## src/sv/sirs_pkg.sv

```systemverilog
// Shared types, constants and the microcode table for the radix symbol converter.
// No dependencies; every other file imports this package.
package sirs_pkg;

  localparam int MaxBase   = 16;
  localparam int SymSlots  = 16;
  localparam int RadixCap  = (MaxBase < SymSlots) ? MaxBase : SymSlots;
  localparam int NumW      = 32;
  localparam int RadixW    = 5;
  localparam int DigitW    = 4;
  localparam int SymW      = 8;
  localparam int CfgW      = 64;
  localparam int AddrW     = 5;
  localparam int StackDep  = 32;
  localparam int StackIdxW = 5;
  localparam int SpW       = 6;
  localparam int UpcW      = 3;
  localparam int ChunkBits = 8;
  localparam int NumChunks = NumW / ChunkBits;
  localparam int ChunkW    = 2;

  localparam logic [SymW-1:0] ChMinus = 8'h2D;
  localparam logic [SymW-1:0] ChPlus  = 8'h2B;
  localparam logic [SymW-1:0] ChSpace = 8'h20;
  localparam logic [SymW-1:0] ChNul   = 8'h00;
  localparam logic [SymW-1:0] ChWsLo  = 8'd9;
  localparam logic [SymW-1:0] ChWsHi  = 8'd13;

  // register indexes (byte address bits [4:3])
  localparam logic [1:0] RegBase  = 2'd0;
  localparam logic [1:0] RegSymLo = 2'd1;
  localparam logic [1:0] RegSymHi = 2'd2;

  typedef logic [UpcW-1:0] upc_t;

  localparam upc_t StWait  = 3'd0;
  localparam upc_t StCheck = 3'd1;
  localparam upc_t StSign  = 3'd2;
  localparam upc_t StMinus = 3'd3;
  localparam upc_t StDiv   = 3'd4;
  localparam upc_t StNext  = 3'd5;
  localparam upc_t StPop   = 3'd6;

  typedef enum logic [2:0] {
    C_ALWAYS,
    C_IN_VALID,
    C_ALPH_OK,
    C_NEG,
    C_OUT_ROOM,
    C_CHUNK_LAST,
    C_MAG_NZ,
    C_POP_LAST
  } cond_t;

  // datapath controls, one bit each
  typedef struct packed {
    logic accept;
    logic load;
    logic div;
    logic push;
    logic emit_minus;
    logic pop;
  } ctl_t;

  // datapath status seen by the branch logic
  typedef struct packed {
    logic alph_ok;
    logic neg;
    logic out_room;
    logic chunk_last;
    logic mag_nz;
    logic pop_last;
  } stat_t;

  typedef struct packed {
    cond_t cond;
    upc_t  jt;
    upc_t  jf;
    ctl_t  ctl;
  } uword_t;

  localparam ctl_t CtlNone = '{default: 1'b0};

  // microprogram: branch to jt when cond holds, else jf
  function automatic uword_t ucode(input upc_t a);
    uword_t w;
    w = '{cond: C_ALWAYS, jt: StWait, jf: StWait, ctl: CtlNone};
    case (a)
      StWait: begin
        w.cond = C_IN_VALID; w.jt = StCheck; w.jf = StWait;
        w.ctl.accept = 1'b1; w.ctl.load = 1'b1;
      end
      StCheck: begin
        w.cond = C_ALPH_OK; w.jt = StSign; w.jf = StWait;
      end
      StSign: begin
        w.cond = C_NEG; w.jt = StMinus; w.jf = StDiv;
      end
      StMinus: begin
        w.cond = C_OUT_ROOM; w.jt = StDiv; w.jf = StMinus;
        w.ctl.emit_minus = 1'b1;
      end
      StDiv: begin
        w.cond = C_CHUNK_LAST; w.jt = StNext; w.jf = StDiv;
        w.ctl.div = 1'b1;
      end
      StNext: begin
        w.cond = C_MAG_NZ; w.jt = StDiv; w.jf = StPop;
        w.ctl.push = 1'b1;
      end
      StPop: begin
        w.cond = C_POP_LAST; w.jt = StWait; w.jf = StPop;
        w.ctl.pop = 1'b1;
      end
      default: begin
        w.cond = C_ALWAYS; w.jt = StWait; w.jf = StWait;
      end
    endcase
    return w;
  endfunction

endpackage

```

## src/sv/sirs_cfg_regs.sv

```systemverilog
// APB register file (radix and alphabet) with the registered alphabet check.
// Depends on sirs_pkg.
module sirs_cfg_regs (
  input  logic                                       clk,
  input  logic                                       rst_n,
  input  logic                                       psel,
  input  logic                                       penable,
  input  logic                                       pwrite,
  input  logic [sirs_pkg::AddrW-1:0]                 paddr,
  input  logic [sirs_pkg::CfgW-1:0]                  pwdata,
  output logic [sirs_pkg::CfgW-1:0]                  prdata,
  output logic                                       pready,
  output logic [sirs_pkg::RadixW-1:0]                radix,
  output logic [sirs_pkg::SymSlots-1:0][sirs_pkg::SymW-1:0] syms,
  output logic                                       alph_ok
);
  import sirs_pkg::*;

  logic [RadixW-1:0] base_r;
  logic [CfgW-1:0]   sym_lo_r;
  logic [CfgW-1:0]   sym_hi_r;
  logic              alph_ok_r;
  logic              alph_ok_nxt;
  logic [1:0]        idx;
  logic              wr;

  assign pready = 1'b1;
  assign idx    = paddr[4:3];
  assign wr     = psel && penable && pwrite;

  always_ff @(posedge clk) begin
    if (!rst_n) begin
      base_r    <= '0;
      sym_lo_r  <= '0;
      sym_hi_r  <= '0;
      alph_ok_r <= 1'b0;
    end else begin
      alph_ok_r <= alph_ok_nxt;
      if (wr) begin
        unique case (idx)
          RegBase:  base_r   <= pwdata[RadixW-1:0];
          RegSymLo: sym_lo_r <= pwdata;
          RegSymHi: sym_hi_r <= pwdata;
          default:  ;
        endcase
      end
    end
  end

  always_comb begin
    unique case (idx)
      RegBase:  prdata = {{(CfgW-RadixW){1'b0}}, base_r};
      RegSymLo: prdata = sym_lo_r;
      RegSymHi: prdata = sym_hi_r;
      default:  prdata = '0;
    endcase
  end

  assign radix = (base_r > RadixW'(RadixCap)) ? RadixW'(RadixCap) : base_r;
  assign syms  = {sym_hi_r, sym_lo_r};

  // radix >= 2, no reserved byte, no repeats among the symbols in use
  always_comb begin
    logic [SymW-1:0] c;
    alph_ok_nxt = (radix >= RadixW'(2));
    for (int i = 0; i < SymSlots; i++) begin
      c = syms[i];
      if (RadixW'(i) < radix) begin
        if (c == ChNul || c == ChSpace || c == ChPlus || c == ChMinus ||
            (c >= ChWsLo && c <= ChWsHi))
          alph_ok_nxt = 1'b0;
        for (int j = i + 1; j < SymSlots; j++) begin
          if (RadixW'(j) < radix && syms[j] == c)
            alph_ok_nxt = 1'b0;
        end
      end
    end
  end

  assign alph_ok = alph_ok_r;

endmodule

```

## src/sv/sirs_seq.sv

```systemverilog
// Microcode sequencer: micro-PC, control ROM lookup and conditional branch.
// Depends on sirs_pkg.
module sirs_seq (
  input  logic             clk,
  input  logic             rst_n,
  input  logic             in_valid,
  input  sirs_pkg::stat_t  stat,
  output sirs_pkg::ctl_t   ctl
);
  import sirs_pkg::*;

  upc_t   upc_r;
  upc_t   upc_nxt;
  uword_t uw;
  logic   take;

  assign uw  = ucode(upc_r);
  assign ctl = uw.ctl;

  always_comb begin
    case (uw.cond)
      C_ALWAYS:     take = 1'b1;
      C_IN_VALID:   take = in_valid;
      C_ALPH_OK:    take = stat.alph_ok;
      C_NEG:        take = stat.neg;
      C_OUT_ROOM:   take = stat.out_room;
      C_CHUNK_LAST: take = stat.chunk_last;
      C_MAG_NZ:     take = stat.mag_nz;
      C_POP_LAST:   take = stat.out_room && stat.pop_last;
      default:      take = 1'b0;
    endcase
    upc_nxt = take ? uw.jt : uw.jf;
  end

  always_ff @(posedge clk) begin
    if (!rst_n) begin
      upc_r <= StWait;
    end else begin
      upc_r <= upc_nxt;
    end
  end

endmodule

```

## src/sv/sirs_datapath.sv

```systemverilog
// Datapath: magnitude/quotient register, 8-bit-per-cycle divider, digit stack
// and the registered output stage. Depends on sirs_pkg.
module sirs_datapath (
  input  logic                                       clk,
  input  logic                                       rst_n,
  input  sirs_pkg::ctl_t                             ctl,
  output sirs_pkg::stat_t                            stat,
  input  logic                                       in_valid,
  input  logic signed [sirs_pkg::NumW-1:0]           in_number,
  input  logic [sirs_pkg::RadixW-1:0]                radix,
  input  logic [sirs_pkg::SymSlots-1:0][sirs_pkg::SymW-1:0] syms,
  input  logic                                       alph_ok,
  output logic                                       out_valid,
  input  logic                                       out_stall,
  output logic [sirs_pkg::SymW-1:0]                  out_symbol,
  output logic                                       out_last
);
  import sirs_pkg::*;

  logic [NumW-1:0]   mag_r;
  logic [NumW-1:0]   mag_nxt;
  logic [DigitW-1:0] rem_r;
  logic [DigitW-1:0] rem_nxt;
  logic              neg_r;
  logic [ChunkW-1:0] chunk_r;
  logic [SpW-1:0]    sp_r;
  logic [SpW-1:0]    sp_dec;
  logic [DigitW-1:0] stack_r [StackDep];
  logic              out_valid_r;
  logic [SymW-1:0]   out_symbol_r;
  logic              out_last_r;
  logic              room;
  logic [NumW-1:0]   raw;
  logic [DigitW-1:0] top_digit;

  assign raw       = in_number;
  assign room      = !out_valid_r || !out_stall;
  assign sp_dec    = sp_r - 1'b1;
  assign top_digit = stack_r[sp_dec[StackIdxW-1:0]];

  // restoring division: eight quotient bits per cycle, quotient shifts into mag
  always_comb begin
    logic [DigitW:0] t;
    rem_nxt = rem_r;
    mag_nxt = mag_r;
    for (int k = 0; k < ChunkBits; k++) begin
      t       = {rem_nxt, mag_nxt[NumW-1]};
      mag_nxt = {mag_nxt[NumW-2:0], 1'b0};
      if (t >= radix) begin
        rem_nxt    = DigitW'(t - radix);
        mag_nxt[0] = 1'b1;
      end else begin
        rem_nxt = t[DigitW-1:0];
      end
    end
  end

  always_ff @(posedge clk) begin
    if (!rst_n) begin
      chunk_r     <= '0;
      sp_r        <= '0;
      out_valid_r <= 1'b0;
    end else begin
      if (ctl.load && in_valid) begin
        neg_r <= raw[NumW-1];
        mag_r <= raw[NumW-1] ? (~raw + 1'b1) : raw;
        rem_r <= '0;
        sp_r  <= '0;
      end
      if (ctl.div) begin
        mag_r   <= mag_nxt;
        rem_r   <= rem_nxt;
        chunk_r <= chunk_r + 1'b1;
      end
      if (ctl.push) begin
        stack_r[sp_r[StackIdxW-1:0]] <= rem_r;
        sp_r  <= sp_r + 1'b1;
        rem_r <= '0;
      end

      if (ctl.emit_minus && room) begin
        out_valid_r  <= 1'b1;
        out_symbol_r <= ChMinus;
        out_last_r   <= 1'b0;
      end else if (ctl.pop && room) begin
        out_valid_r  <= 1'b1;
        out_symbol_r <= syms[top_digit];
        out_last_r   <= (sp_r == SpW'(1));
        sp_r         <= sp_dec;
      end else if (!out_stall) begin
        out_valid_r <= 1'b0;
      end
    end
  end

  assign stat.alph_ok    = alph_ok;
  assign stat.neg        = neg_r;
  assign stat.out_room   = room;
  assign stat.chunk_last = (chunk_r == ChunkW'(NumChunks - 1));
  assign stat.mag_nz     = (mag_r != '0);
  assign stat.pop_last   = (sp_r == SpW'(1));

  assign out_valid  = out_valid_r;
  assign out_symbol = out_symbol_r;
  assign out_last   = out_last_r;

endmodule

```

## src/sv/signed_int_to_radix_symbols.sv

```systemverilog
// Top level of the signed integer to radix symbol converter.
// Depends on sirs_pkg, sirs_cfg_regs, sirs_seq and sirs_datapath.
//
// Usage:
//   Input channel (in_valid / in_stall / in_number): one signed 32-bit
//   request per number. in_stall is low only while the sequencer waits for
//   work, so one number is converted at a time.
//   Output channel (out_valid / out_stall / out_symbol / out_last): a '-'
//   for negative numbers, then the digits most significant first; out_last
//   marks the final digit. Numbers with a bad alphabet produce nothing.
//   Config: APB, 64-bit data; radix at 0x00, symbols 0..7 at 0x08,
//   symbols 8..15 at 0x10. Write only while idle.
// Operation (a number has at most 32 digits): after a request is taken the
//   alphabet is checked and a rejected alphabet ends the number; otherwise
//   a '-' is sent for a negative number. Each digit takes 4 divider passes
//   (8 quotient bits per pass) plus a push onto the digit stack, and one
//   pop to send it.
// Reset (rst_n, synchronous): clears config registers to zero, sequencer to
//   wait, output empty. A stall on the output holds the result register and
//   freezes the sequencer in its current send step; the next request is
//   taken while the last symbol still sits in the output register.
module signed_int_to_radix_symbols (
  input  logic                              clk,
  input  logic                              rst_n,
  input  logic                              in_valid,
  output logic                              in_stall,
  input  logic signed [sirs_pkg::NumW-1:0]  in_number,
  output logic                              out_valid,
  input  logic                              out_stall,
  output logic [sirs_pkg::SymW-1:0]         out_symbol,
  output logic                              out_last,
  input  logic                              psel,
  input  logic                              penable,
  input  logic                              pwrite,
  input  logic [sirs_pkg::AddrW-1:0]        paddr,
  input  logic [sirs_pkg::CfgW-1:0]         pwdata,
  output logic [sirs_pkg::CfgW-1:0]         prdata,
  output logic                              pready
);
  import sirs_pkg::*;

  ctl_t                         ctl;
  stat_t                        stat;
  logic [RadixW-1:0]            radix;
  logic [SymSlots-1:0][SymW-1:0] syms;
  logic                         alph_ok;

  // request taken only in the wait step of the microprogram
  assign in_stall = !ctl.accept;

  sirs_cfg_regs u_cfg (
    .clk     (clk),
    .rst_n   (rst_n),
    .psel    (psel),
    .penable (penable),
    .pwrite  (pwrite),
    .paddr   (paddr),
    .pwdata  (pwdata),
    .prdata  (prdata),
    .pready  (pready),
    .radix   (radix),
    .syms    (syms),
    .alph_ok (alph_ok)
  );

  sirs_seq u_seq (
    .clk      (clk),
    .rst_n    (rst_n),
    .in_valid (in_valid),
    .stat     (stat),
    .ctl      (ctl)
  );

  sirs_datapath u_dp (
    .clk        (clk),
    .rst_n      (rst_n),
    .ctl        (ctl),
    .stat       (stat),
    .in_valid   (in_valid),
    .in_number  (in_number),
    .radix      (radix),
    .syms       (syms),
    .alph_ok    (alph_ok),
    .out_valid  (out_valid),
    .out_stall  (out_stall),
    .out_symbol (out_symbol),
    .out_last   (out_last)
  );

endmodule

```

## config.mk

```make
export PLATFORM = sky130hd
export DESIGN_NAME = signed_int_to_radix_symbols
export DESIGN_NICKNAME = d
export VERILOG_FILES = /design/src/sv/sirs_pkg.sv /design/src/sv/sirs_cfg_regs.sv /design/src/sv/sirs_seq.sv /design/src/sv/sirs_datapath.sv /design/src/sv/signed_int_to_radix_symbols.sv
export SDC_FILE = /design/constraint.sdc
export NUM_CORES = 2
export LEC_CHECK = 0
export ABC_AREA = 0
export BUFFER_PORTS_ARGS = -buffer_cell sky130_fd_sc_hd__buf_2
export CORE_UTILIZATION = 30
export CTS_CLUSTER_SIZE = 40
export DETAILED_ROUTE_END_ITERATION = 10
export RECOVER_POWER = 25
export SYNTH_ARGS = -nofsm -noshare
export SYNTH_HDL_FRONTEND = slang
export SYNTH_HIERARCHICAL = 1
export SYNTH_SLANG_ARGS = --single-unit
export TNS_END_PERCENT = 30
```

## constraint.sdc

```tcl
create_clock -name clk -period 16.7 [get_ports clk]
set_input_delay 0 -clock clk [delete_from_list [all_inputs] [get_ports clk]]
set_output_delay 0 -clock clk [all_outputs]
set_load 0.05 [all_outputs]
```

# Word level (Yosys, flattened, before mapping)
# Memory sizes are Yosys's and may differ from the RTL's.
# Cells that the tools add are included.
# totals
wordCells	709
register_bits	192
n_memories	1
mem_bits_rw	128
latchBits	0
mem_bits_ro	0
input_bits	108
output_inout_bits	76
# mem_list
name	depth	word_bits	rd	rd_ports_with_merged_regs	write_ports	line	text
u_dp.stack_r	32	4	1	0	1	sirs_datapath.sv:28	logic [DigitW-1:0] stack_r [StackDep];
# classes
n_mul	0
n_lt_le_gt_ge	59
shifts	0
muxes	197
n_bitwise	1
eq_ne	186
n_div	0
add_sub_neg	12
n_reduce_logical	240
# op_table
op	count
8-bit == test	120
8-bit by 6-bit == test with 1-bit output, second input constant	48
64-bit one-hot mux with 3 select lines	1
1-bit two-way mux	171
1-bit logical AND	142
8-bit by 4-bit greater-or-equal comparator with 1-bit output, second input constant	16
8-bit by 4-bit <= comparator with 1-bit output, second input constant	16
8-bit logical NOT	16
32-bit two-way mux	3
1-bit logical OR	65
9-bit one-hot mux with 7 select lines	1
5-bit greater-or-equal comparator	8
4-bit by 5-bit < comparator with 1-bit output, first input constant	8
4-bit two-way mux	10
32-bit by 1-bit adder with 32-bit output, second input constant	1
8-bit binary-select mux with 4-bit select	1
32-bit NOT	1
32-bit nonzero test	1
4-bit subtractor	8
6-bit two-way mux	4
3-bit == test, second input constant	7
3-bit by 5-bit < comparator with 1-bit output, first input constant	4
8-bit two-way mux	2
2-bit AND reduction	7
23 further kinds	34

# Longest topological paths before layout
# depth
ltp_word	157
ltp_mapped	62
depth_no_buf	58

# By module
# Netlist, hierarchy kept.
# modules_own_cells
module	cells_per_inst	seq_area_each_um2	area_each_um2	n_inst
sirs_cfg_regs	2445	2682.6	18765.5	1
sirs_datapath	934	5405.2	11284.6	1
sirs_seq	36	60.1	304.0	1
signed_int_to_radix_symbols	1	0.0	3.8	1

# Least setup slack after synthesis
# Ideal clock, no wire load.
# synth_path
kind	register to register
from	register u_cfg.base_r[4]
to	register u_dp.rem_r[1] (data pin)
t_required_ps	16444
period_less_slack_ps	13189
path_stages_with_launch	60
setup_slack_ps	3511
path_buffers	4
arrival_ps	12933
setup_ps	256
cell_sequence	dfxtp_1 -> buf_2 -> clkbuf_1 -> buf_1 -> nor2b_1 -> inv_1 -> ha_1 -> a21o_1 -> a21o_1 -> a21o_1 -> a21oi_1 -> mux2i_1 -> ha_1 -> a21o_1 -> a21o_1 -> a21o_1 -> a21o_1 -> mux2i_1 -> [... 24 more ...] -> a21o_1 -> a21oi_1 -> ha_1 -> a21o_1 -> a21o_1 -> a31o_2 -> a21o_1 -> a21o_1 -> clkbuf_1 -> mux2i_1 -> ha_1 -> o21ai_0 -> a21boi_0 -> o21ai_0 -> nand2b_1 -> a21oi_1 -> mux2i_1 -> nor2_1
# synth_via
elab_chain_len	19
word_cells_on_any_way	27
classes_between	add/sub: 8; order compare: 9; mux: 10
# synth_rtl
element	line	text
from (decl)	sirs_cfg_regs.sv:19	logic [RadixW-1:0] base_r;
from (signal assigned)	sirs_cfg_regs.sv:41	RegBase: base_r <= pwdata[RadixW-1:0];
5-bit > comparator (*)	sirs_cfg_regs.sv:59	assign radix = (base_r > RadixW'(RadixCap)) ? RadixW'(RadixCap) : base_r;
5-bit two-way mux (*)	sirs_cfg_regs.sv:59	
named net radix[1]	signed_int_to_radix_symbols.sv:44	logic [RadixW-1:0] radix;
4-bit subtractor or 5-bit greater-or-equal comparator (tied branches)	sirs_datapath.sv:50, sirs_datapath.sv:49	
4-bit two-way mux	sirs_datapath.sv:49	if (t >= radix) begin
4-bit subtractor or 5-bit greater-or-equal comparator (tied branches)	sirs_datapath.sv:50, sirs_datapath.sv:49	
4-bit two-way mux	sirs_datapath.sv:49	
4-bit subtractor or 5-bit greater-or-equal comparator (tied branches)	sirs_datapath.sv:50, sirs_datapath.sv:49	
[... 4 more ...]	-	
4-bit two-way mux	sirs_datapath.sv:49	
4-bit subtractor or 5-bit greater-or-equal comparator (tied branches)	sirs_datapath.sv:50, sirs_datapath.sv:49	
4-bit two-way mux	sirs_datapath.sv:49	
5-bit greater-or-equal comparator or 4-bit subtractor (tied branches)	sirs_datapath.sv:49, sirs_datapath.sv:50	
4-bit two-way mux	sirs_datapath.sv:49	
4-bit subtractor or 5-bit greater-or-equal comparator (tied branches)	sirs_datapath.sv:50, sirs_datapath.sv:49	
4-bit two-way mux (*)	sirs_datapath.sv:49	
4-bit two-way mux (*)	sirs_datapath.sv:70	if (ctl.div) begin
to (signal assigned)	sirs_datapath.sv:72	rem_r <= rem_nxt;
to (decl)	sirs_datapath.sv:22	logic [DigitW-1:0] rem_r;
# The timed path passes the listed nets; every way through them passes the cells marked *.
# A chain may end at the register's enable or synchronous reset.

# Final worst setup path
# layout_path
from	register u_cfg.base_r[1]
to	register u_dp.rem_r[0] (data pin)
# layout_via
elab_chain_len	19
word_cells_on_any_way	27
classes_between	add/sub: 8; order compare: 9; mux: 10
# layout_rtl
element	line
5-bit > comparator	sirs_cfg_regs.sv:59
5-bit two-way mux (*)	sirs_cfg_regs.sv:59
named net radix[1]	signed_int_to_radix_symbols.sv:44
4-bit subtractor or 5-bit greater-or-equal comparator (tied branches)	sirs_datapath.sv:50, sirs_datapath.sv:49
4-bit two-way mux	sirs_datapath.sv:49
4-bit subtractor or 5-bit greater-or-equal comparator (tied branches)	sirs_datapath.sv:50, sirs_datapath.sv:49
4-bit two-way mux	sirs_datapath.sv:49
4-bit subtractor or 5-bit greater-or-equal comparator (tied branches)	sirs_datapath.sv:50, sirs_datapath.sv:49
[... 4 more ...]	-
4-bit two-way mux	sirs_datapath.sv:49
4-bit subtractor or 5-bit greater-or-equal comparator (tied branches)	sirs_datapath.sv:50, sirs_datapath.sv:49
4-bit two-way mux	sirs_datapath.sv:49
4-bit subtractor or 5-bit greater-or-equal comparator (tied branches)	sirs_datapath.sv:50, sirs_datapath.sv:49
4-bit two-way mux	sirs_datapath.sv:49
5-bit greater-or-equal comparator (*)	sirs_datapath.sv:49
4-bit two-way mux (*)	sirs_datapath.sv:49
4-bit two-way mux (*)	sirs_datapath.sv:70
# Marks and branches as above.

==> load_flow_metrics.sql <==
INSERT INTO impl_metrics (metric_group, metric, value, unit) VALUES
('outcome', 'run_status', 'finished with violations', ''),
('outcome', 'violations', 'capacitance limit, slew limit', ''),
('place', 'gp_congestion', '0.981', ''),
('route', 'wirelength_met1', '50.0', 'mm'),
('route', 'initialDrtViolationCount', '3946', ''),
('setup_path', 'worst-path-max-fanout', '14', ''),
('sta', 'final.period_utilization', '88.1', '%'),
('power', 'reported_leakage_power', '12.9', 'nW'),
('sta', 'final.setup_skew', '0.0369', 'ns'),
('setup_path', 'capture_point_of_the_worst_reg_to_reg_path', 'u_dp/rem_r[0]$_SDFFCE_PP0P_', ''),
('sta', 'finalWorstPathRequiredPeriod', '14.71', 'ns'),
('yosys', 'post_synth_main_area_contributors', 'sky130_fd_sc_hd__xnor2_1 21%, sky130_fd_sc_hd__edfxtp_1 17%, sky130_fd_sc_hd__dfxtp_1 9.6%', ''),
('final_layout', 'finish.utilization', '34.3', '%'),
('yosys', 'synth.yosys.seq_area_share', '26.8', '%'),
('floorplanning', 'fp.coreArea', '100000', 'um2'),
('global_routing', 'grt_pass1_wl', '176', 'mm'),
('floorplanning', 'fp.dieArea', '102000', 'um2'),
('final_layout', 'final_layout_size_suffix_gt1_share', '13.0', '%'),
('global_routing', 'globalRoute.totalOverflow', '0', ''),
('final_layout', 'flow.area_growth_from_synthesis', '13.2', '%'),
('route', 'drt.antenna.violating_nets', '0', ''),
('setup_path', 'cpMaxStageDelayCell', 'sky130_fd_sc_hd__dfxtp_1', ''),
('yosys', 'syn-cell-area', '30400', 'um2'),
('place', 'post-dp-hpwl', '75.6', 'mm'),
('sta', 'clock.fmax', '68.0', 'MHz'),
('final_layout', 'design.final.nets', '3677', ''),
('setup_path', 'critical_path.endpoint_type', 'register', ''),
('global_routing', 'combined_global_route_utilization_of_all_metal_layers', '22.7', '%'),
('yosys', 'post_synth_inst_count', '3416', ''),
('power', 'power.density_cell_area', '70.0', 'nW/um2'),
('setup_path', 'cp.arrival', '15.03', 'ns'),
('floorplanning', 'placement_rows', '116', ''),
('place', 'io_buffers', '179', ''),
('hold_path', 'worst_hold_path_type', 'in2reg', ''),
('place', 'placed_area', '32100', 'um2'),
('yosys', 'synth_seq_cells', '320', ''),
('sta', 'tightestPinTransition', '3.86', 'ns'),
('setup_path', 'r2r_slack', '1.99', 'ns'),
('route', 'route.detailed.drc', '0', ''),
('yosys', 'ys.flop_type', 'sky130_fd_sc_hd__edfxtp_1', ''),
('final_layout', 'multiInputGateArea', '20200', 'um2'),
('floorplanning', 'chipWidth', '320', 'um'),
('setup_path', 'timing.critical_path.slowest_cell_delay', '0.62', 'ns'),
('final_layout', 'post_layout_nonfiller_instances', '4842', ''),
('floorplanning', 'die_height', '320', 'um'),
('cts', 'clkSinkCount', '320', ''),
('cts', 'clock_insertion_delay_worst_skew', '0.60', 'ns'),
('sta', 'timing.final.setup_violations', '0', ''),
('sta', 'worst_hold_slack', '0.0650', 'ns'),
('global_routing', 'grt_max_degree', '86', ''),
('global_routing', 'grt_pass1_vias', '26092', ''),
('run', 'cap_violations', '1', ''),
('sta', 'setup_total_negative_slack', '0', 'ns'),
('yosys', 'netlist.top_cell.by_area', 'sky130_fd_sc_hd__xnor2_1', ''),
('hold_path', 'hold_path.startpoint', 'in_number[7]', ''),
('floorplanning', 'start_util', '30.3', '%'),
('final_layout', 'finalInstanceArea', '34400', 'um2'),
('cts', 'clock_tree.htree_level_count', '2', ''),
('route', 'firstDrtPassIters', '10', ''),
('sta', 'slew_violations', '65', ''),
('route', 'num_vias', '27598', ''),
('hold_path', 'hold-path-cell-count', '4', ''),
('yosys', 'synth_area_per_cell', '8.89', 'um2'),
('yosys', 'synth_nets', '3579', ''),
('setup_path', 'setup.worst_path.start_class', 'register', ''),
('cts', 'clk_root_buffer_cell', 'sky130_fd_sc_hd__clkbuf_16', ''),
('setup_path', 'r2r_start', 'u_cfg/base_r[1]$_SDFFE_PN0P_', ''),
('power', 'ir_worst_vdd', '0.106', 'mV'),
('yosys', 'synth_edf_count', '174', ''),
('yosys', 'synth_top_area_share', '20.7', '%'),
('cts', 'numCtsBuffers', '37', '');
layout make-up:
cell class	count	share of cell area, %
multi-input combinational	2684	58.8
clock buffer	51	3.00
inverter	33	0.361
timing repair buffer	438	9.00
clock inverter	16	0.401
tap	1298	4.73
antenna	2	0.0146
sequential	320	23.7
routing by layer:
layer / track usage (%) / up-vias
li1: - / 12046
met1: 30.2 / 13277
met2: 33.4 / 1768
met3: 5.88 / 493
met4: 11.9 / 14
met5: 0 / -
stage by stage:
step                power, mW  setup WS, ns
floorplan                1.43          3.51
global route             2.53         0.719
finish                   2.40          1.99
CTS                      2.42          1.96
detailed placement       1.58          2.03
global placement         1.56          2.45
layout by cell type, fill, tap and decap left out, drive strengths merged, types with 8 or more instances in the layout:
| master | instances |
|---|---|
| ha | 47 |
| dfxtp | 146 |
| nor3b | 8 |
| o221ai | 9 |
| a21boi | 134 |
| inv | 34 |
| nand2 | 356 |
| nor4 | 101 |
| nand3b | 8 |
| a22o | 75 |
| mux2 | 39 |
| nor2 | 89 |
| o41ai | 9 |
| nor3 | 90 |
| or3 | 11 |
| nor2b | 22 |
| o21ai | 53 |
| a31oi | 34 |
| clkinv | 11 |
| clkbuf | 64 |
| buf | 318 |
| edfxtp | 174 |
| or4 | 14 |
| a32oi | 12 |
| xor2 | 306 |
| o31ai | 15 |
| mux4 | 23 |
| fa | 8 |
| and2 | 8 |
| a21o | 30 |
| xnor2 | 719 |
| dlygate4sd3 | 107 |
| nand3 | 31 |
| or2 | 9 |
| nand2b | 35 |
| a21oi | 46 |
| nand4 | 176 |
| mux2i | 95 |
flip-flops by register name (all words and copies together), names as in the netlist, 2 cells and up, named ones only:
register	count
u_dp/mag_r	32
u_dp/out_symbol	8
u_dp/sp_r	6
u_seq/upc_r	2
u_dp/rem_r	4
u_cfg/sym_lo_r	64
u_cfg/base_r	5
u_cfg/sym_hi_r	64
u_dp/stack_r	128
u_dp/chunk_r	2
power by group:
part / total, mW / internal [mW] / switching (mW)
combinational: 0.753 / 0.344 / 0.409
clock: 0.803 / 0.451 / 0.352
sequential: 0.847 / 0.837 / 0.00972
total: 2.40 / 1.63 / 0.771
logic make-up after synthesis:
kind of cell,synth area share (%)
xor gates and xnor gates,29.7
and+or+nand+nor,16.2
AOI/OAI and AO/OA,11.7
buffers and inverters,6.73
DFF,26.8
muxes,6.38
adders and majority gates,2.46
other,0.0124
repair_timing:
item / CTS / global route
gates resized for setup: 0 / 0
setup buffers: 0 / 0
endpoints found under the hold margin: 175 / 0
hold buffers: 107 / 0
worst max-delay path by stage:
stage | startpoint | end | slack (ns) | cells after the start
floorplan | u_cfg/base_r[4]$_SDFFE_PN0P_ | u_dp/rem_r[1]$_SDFFCE_PP0P_ | 3.51 | 59
global placement | u_cfg/base_r[1]$_SDFFE_PN0P_ | u_dp/rem_r[1]$_SDFFCE_PP0P_ | 2.45 | 55
detailed placement | u_cfg/base_r[1]$_SDFFE_PN0P_ | u_dp/rem_r[0]$_SDFFCE_PP0P_ | 2.03 | 56
CTS | u_cfg/base_r[1]$_SDFFE_PN0P_ | u_dp/rem_r[0]$_SDFFCE_PP0P_ | 1.96 | 56
global route | u_cfg/base_r[1]$_SDFFE_PN0P_ | u_dp/rem_r[0]$_SDFFCE_PP0P_ | 0.72 | 56
finish | u_cfg/base_r[1]$_SDFFE_PN0P_ | u_dp/rem_r[0]$_SDFFCE_PP0P_ | 1.99 | 56
worst max-delay path: cells and delay by family, from the launching register on:
kind	cells	cell delay (ns)
AOI/OAI and AO/OA	34	7.63
muxes	6	2.19
adders and majority gates	8	2.52
buffers and inverters	2	0.52
and+or+nand+nor	6	0.94
DFF	1	0.62
No activity file was read; power rests on OpenSTA's default activity.
